File: config.mk
export PLATFORM = sky130hd
export DESIGN_NAME = htc_ctrl
export DESIGN_NICKNAME = d
export VERILOG_FILES = /design/src/design/htc_pkg.sv /design/src/design/htc_ctrl.sv
export SDC_FILE = /design/constraint.sdc
export NUM_CORES = 1
export LEC_CHECK = 0
export BUFFER_PORTS_ARGS = -buffer_cell sky130_fd_sc_hd__buf_2
export CORE_AREA = 2 2 39 41
export DETAILED_ROUTE_END_ITERATION = 10
export DIE_AREA = 0 0 41 43
export SYNTH_ARGS = -nofsm -noshare
export SYNTH_HDL_FRONTEND = slang
export SYNTH_SLANG_ARGS = --single-unit
File: constraint.sdc
create_clock -name clk -period 1.5 [get_ports clk]
set_input_delay 0.15 -clock clk [delete_from_list [all_inputs] [get_ports clk]]
set_output_delay 0.15 -clock clk [all_outputs]
set_load 0.1 [all_outputs]
File: src/design/htc_pkg.sv
// ----------------------------------------------------------------------------
// htc_pkg: shared types and constants for the hashed tile cache
// Beat payloads, slot entry layout and controller-to-datapath commands.
// ----------------------------------------------------------------------------
package htc_pkg;

  // Slot count must stay a power of two: the slot index is the hash's low bits.
  localparam int unsigned SLOT_COUNT  = 64;
  localparam int unsigned IDX_W       = $clog2(SLOT_COUNT);
  localparam int unsigned HANDLE_BITS = 16;
  localparam int unsigned PORT_HANDLE_W = 16;

  localparam int unsigned MULT_Y     = 31;
  localparam int unsigned MULT_ZOOM  = 415;
  localparam int unsigned MULT_LAYER = 926;

  localparam logic CMD_LOOKUP = 1'b0;
  localparam logic CMD_INSERT = 1'b1;

  typedef struct packed {
    logic        cmd;
    logic [31:0] tile_x;
    logic [31:0] tile_y;
    logic [4:0]  zoom_level;
    logic [1:0]  map_layer;
    logic [15:0] tile_handle;
  } htc_in_t;

  typedef struct packed {
    logic        hit;
    logic [15:0] found_handle;
    logic        evicted;
    logic [15:0] evicted_handle;
  } htc_out_t;

  typedef struct packed {
    logic [31:0]            x_tag;
    logic [31:0]            y_tag;
    logic [6:0]             zl_tag;
    logic [HANDLE_BITS-1:0] handle;
  } htc_entry_t;

  // Per-cycle commands from the controller to the datapath.
  typedef struct packed {
    logic capture;  // latch the request beat
    logic hash;     // register the slot index
    logic read;     // read the slot and its valid bit
    logic commit;   // compare, update slot, drive the result beat
  } htc_ctl_t;

endpackage

File: src/design/htc_ctrl.sv
// ----------------------------------------------------------------------------
// htc_ctrl: request sequencer
// One-hot FSM stepping each request through hash, read and commit.
// ----------------------------------------------------------------------------
module htc_ctrl (
  input  logic              clk,
  input  logic              rst_n,
  input  logic              start,
  output logic              busy,
  output htc_pkg::htc_ctl_t ctl
);
  import htc_pkg::*;

  typedef enum logic [3:0] {
    ST_IDLE = 4'b0001,
    ST_HASH = 4'b0010,
    ST_READ = 4'b0100,
    ST_CMP  = 4'b1000
  } state_t;

  state_t state_r, state_nxt;

  always_comb begin
    state_nxt = state_r;
    unique case (state_r)
      ST_IDLE: if (start) state_nxt = ST_HASH;
      ST_HASH: state_nxt = ST_READ;
      ST_READ: state_nxt = ST_CMP;
      ST_CMP:  state_nxt = ST_IDLE;
      default: state_nxt = ST_IDLE;
    endcase
  end

  always_ff @(posedge clk) begin
    if (!rst_n) begin
      state_r <= ST_IDLE;
    end else begin
      state_r <= state_nxt;
    end
  end

  assign busy        = (state_r != ST_IDLE);
  assign ctl.capture = (state_r == ST_IDLE) && start;
  assign ctl.hash    = (state_r == ST_HASH);
  assign ctl.read    = (state_r == ST_READ);
  assign ctl.commit  = (state_r == ST_CMP);

endmodule

==> results.toml <==
[routing]
wl_per_cell_um = 8.98
drt_pre_antenna_iters = 2
ant_nets = 0
met1_length_um = 192
avgViaCountPerCell = 3.96
wl_met3_um = 31
wl_met2_um = 189
route.detailed.drc = 0
wl_um = 413
first_iter_violations = 2
num_vias = 182
top_layer = "met3"

[setup_path]
cp-start-kind = "flop"
r2r_start = "state_r[2]"
reg2reg_slack_ps = 480
path_class = "flop to primary output"
rr_endpoint = "state_r[2]"
reg2reg_depth = 3
crit_required_ps = 1350
crit_fanout = 6
cp-end-kind = "primary output"
arrival_ps = 1330

[placement]
preCtsSetupSlack_ps = 124
hpwl_um = 312
port_buffers = 7
gp_congestion = 0.740

[yosys]
ys_seq_area_frac = 0.398
synth_area_leaders = "dfxtp_1 (40%), and2_1 (9.3%), nor4b_1 (8.7%), nor4b_2 (7.5%), nor2b_1 (6.2%)"
ys_types = 13
syn-num-nets = 23
yosysTopAreaCell = "dfxtp_1"
synth-seq-cells = 4
yosysWarnings = 0
avgSynthCellArea_um2 = 10.1
synth_top_area_share = 0.398
synth_area_um2 = 201
postSynthCellCount = 20

[worst_hold_path]
hold_end = "state_r[2]"
whs_path_depth = 2
min-delay-start = "rst_n"
hold_class = "input pin to flop"

[power]
clockPowerShare = 0.371
p_leak_uw = 0.000159
swShare = 0.330
combPwrFrac = 0.282
vdd_ir_drop_max_mv = 0.366
p_int_uw = 236
fin_total_pwr_uw = 352
p_per_area_nw_per_um2 = 889
switching_power_uw = 116
pwr-share-seq = 0.347

[floorplanning]
ios = 8
rows = 14
coreArea_um2 = 1380
die_w_um = 41
dieHeight_um = 43
die-area_um2 = 1760
initial_utilization = 0.146

[clocking]
h-tree-depth = 1
clock-sinks = 4
tritoncts = "yes"
cts_root_buffer = "clkbuf_4"
clkTransAtPathRegs_ps = 30
cts_max_path_buffers = 2
post_cts_buffers = 0
clock_latency_ps = 230
cts_buffers = 3
ctsHoldBuffers = 0

[run]
cap_violations = 0

[timing]
rsz0062_at_grt = "yes"
fin_worst_skew_ps = 2.53
slew_viol_final = 0
max_freq_ghz = 0.676
post-route-min-period_ps = 1480
worst_pin_slew_ps = 483
setup_slack_ps = 21.7
timing.final.crit_share = 0.986
fin_hold_ws_ps = 155
setup_violations = 0
relSlewSlack = 0.680
finalHoldViolCount = 0

[global_route]
grt_max_degree = 7
grt_usage = 0.0724
antenna_found_initial = 0
grt_overflow = 0
grt_pass1_wl_um = 800
grt_pass1_vias = 179

[cells_and_area]
top_regs = "state_r x4"
layout_common_cells = "buf_12 (4), nor4b_4 (3), clkbuf_4 (3), buf_2 (3), dfxtp_2 (3)"
diodes = 0
drive_gt1_frac = 0.700
largest_reg_flops = 4
regMostFlops = "state_r"
syn_to_final_growth_pct = 96.9
final_common_cell = "buf_12"
fillers = 151
final_nets = 35

[status]
outcome = "complete, no violations"
==> stage by stage <==
| step | cells | setup TNS (ps) | area (um2) | util |
|---|---|---|---|---|
| final | 46 | 0 | 397 | 0.287 |
| after global routing | 46 | -32.5 | 397 | 0.287 |
| after CTS | 46 | -18.1 | 378 | 0.273 |
| after detailed placement | 43 | 0 | 345 | 0.250 |
| after global placement | 43 | 0 | 345 | 0.250 |
| after floorplan | 20 | -450 | 230 | - |
==> worst max path at each step <==
stage / from / to / slack [ps]
global route: state_r[2] / ctl[1] / -30
CTS: state_r[2] / ctl[1] / -20
global placement: state_r[2] / ctl[1] / 140
floorplan: state_r[3] / state_r[2] / -250
finish: state_r[0] / ctl[1] / 20
detailed placement: state_r[2] / ctl[1] / 120
==> worst max-delay path: stages, from the launching register on <==
cell	delay (ps)
dfxtp_2	360
or3b_4	430
nor2_4	130
buf_12	180
==> power groups by stage <==
stage	combinational (uW)	sequential, uW	clock, uW
after CTS	96.7	123	138
after global placement	95.0	123	0
after floorplan	70.8	122	0
after global routing	103	123	153
final	99.4	122	131
after detailed placement	95.0	124	0
==> kinds of logic after synthesis <==
kind of cell,Yosys count,synth area share
AO/OA/AOI/OAI,1,0.0373
XOR/XNOR,1,0.0435
buffers and inverters,2,0.0559
flip-flops,4,0.398
AND/OR/NAND/NOR,12,0.466
==> per-layer routing <==
layer  up-vias  global-route usage
met5         -                   0
met4         0              0.0400
met3         0              0.0628
met2         7              0.0813
met1        83              0.0906
li1         92                   -
==> layout make-up <==
class,instances,area (um2),share of cell area
multi-input cells,14,160,0.404
repair buffers,8,103,0.259
flip-flops and latches,4,87.6,0.221
clock buffers,3,22.5,0.0568
well taps,16,20.0,0.0505
inverters,1,3.75,0.00946
==> Yosys cell counts <==
master / count
nor2b_1: 2
buf_4: 1
xor2_1: 1
nor4bb_1: 1
nor3b_1: 1
and2_1: 3
nor4b_2: 1
dfxtp_1: 4
a22oi_1: 1
nor2_1: 1
or3b_1: 1
nor4b_1: 2
inv_1: 1
==> timing repair <==
action | 4_1_cts | 5_1_grt
gates cloned | 0 | 0
endpoints found under the hold margin | 0 | 0
pin swaps | 0 | 1
gates resized for setup | 3 | 4
endpoints found under the setup margin | 2 | 2
Power figures use the tool's default switching activity.
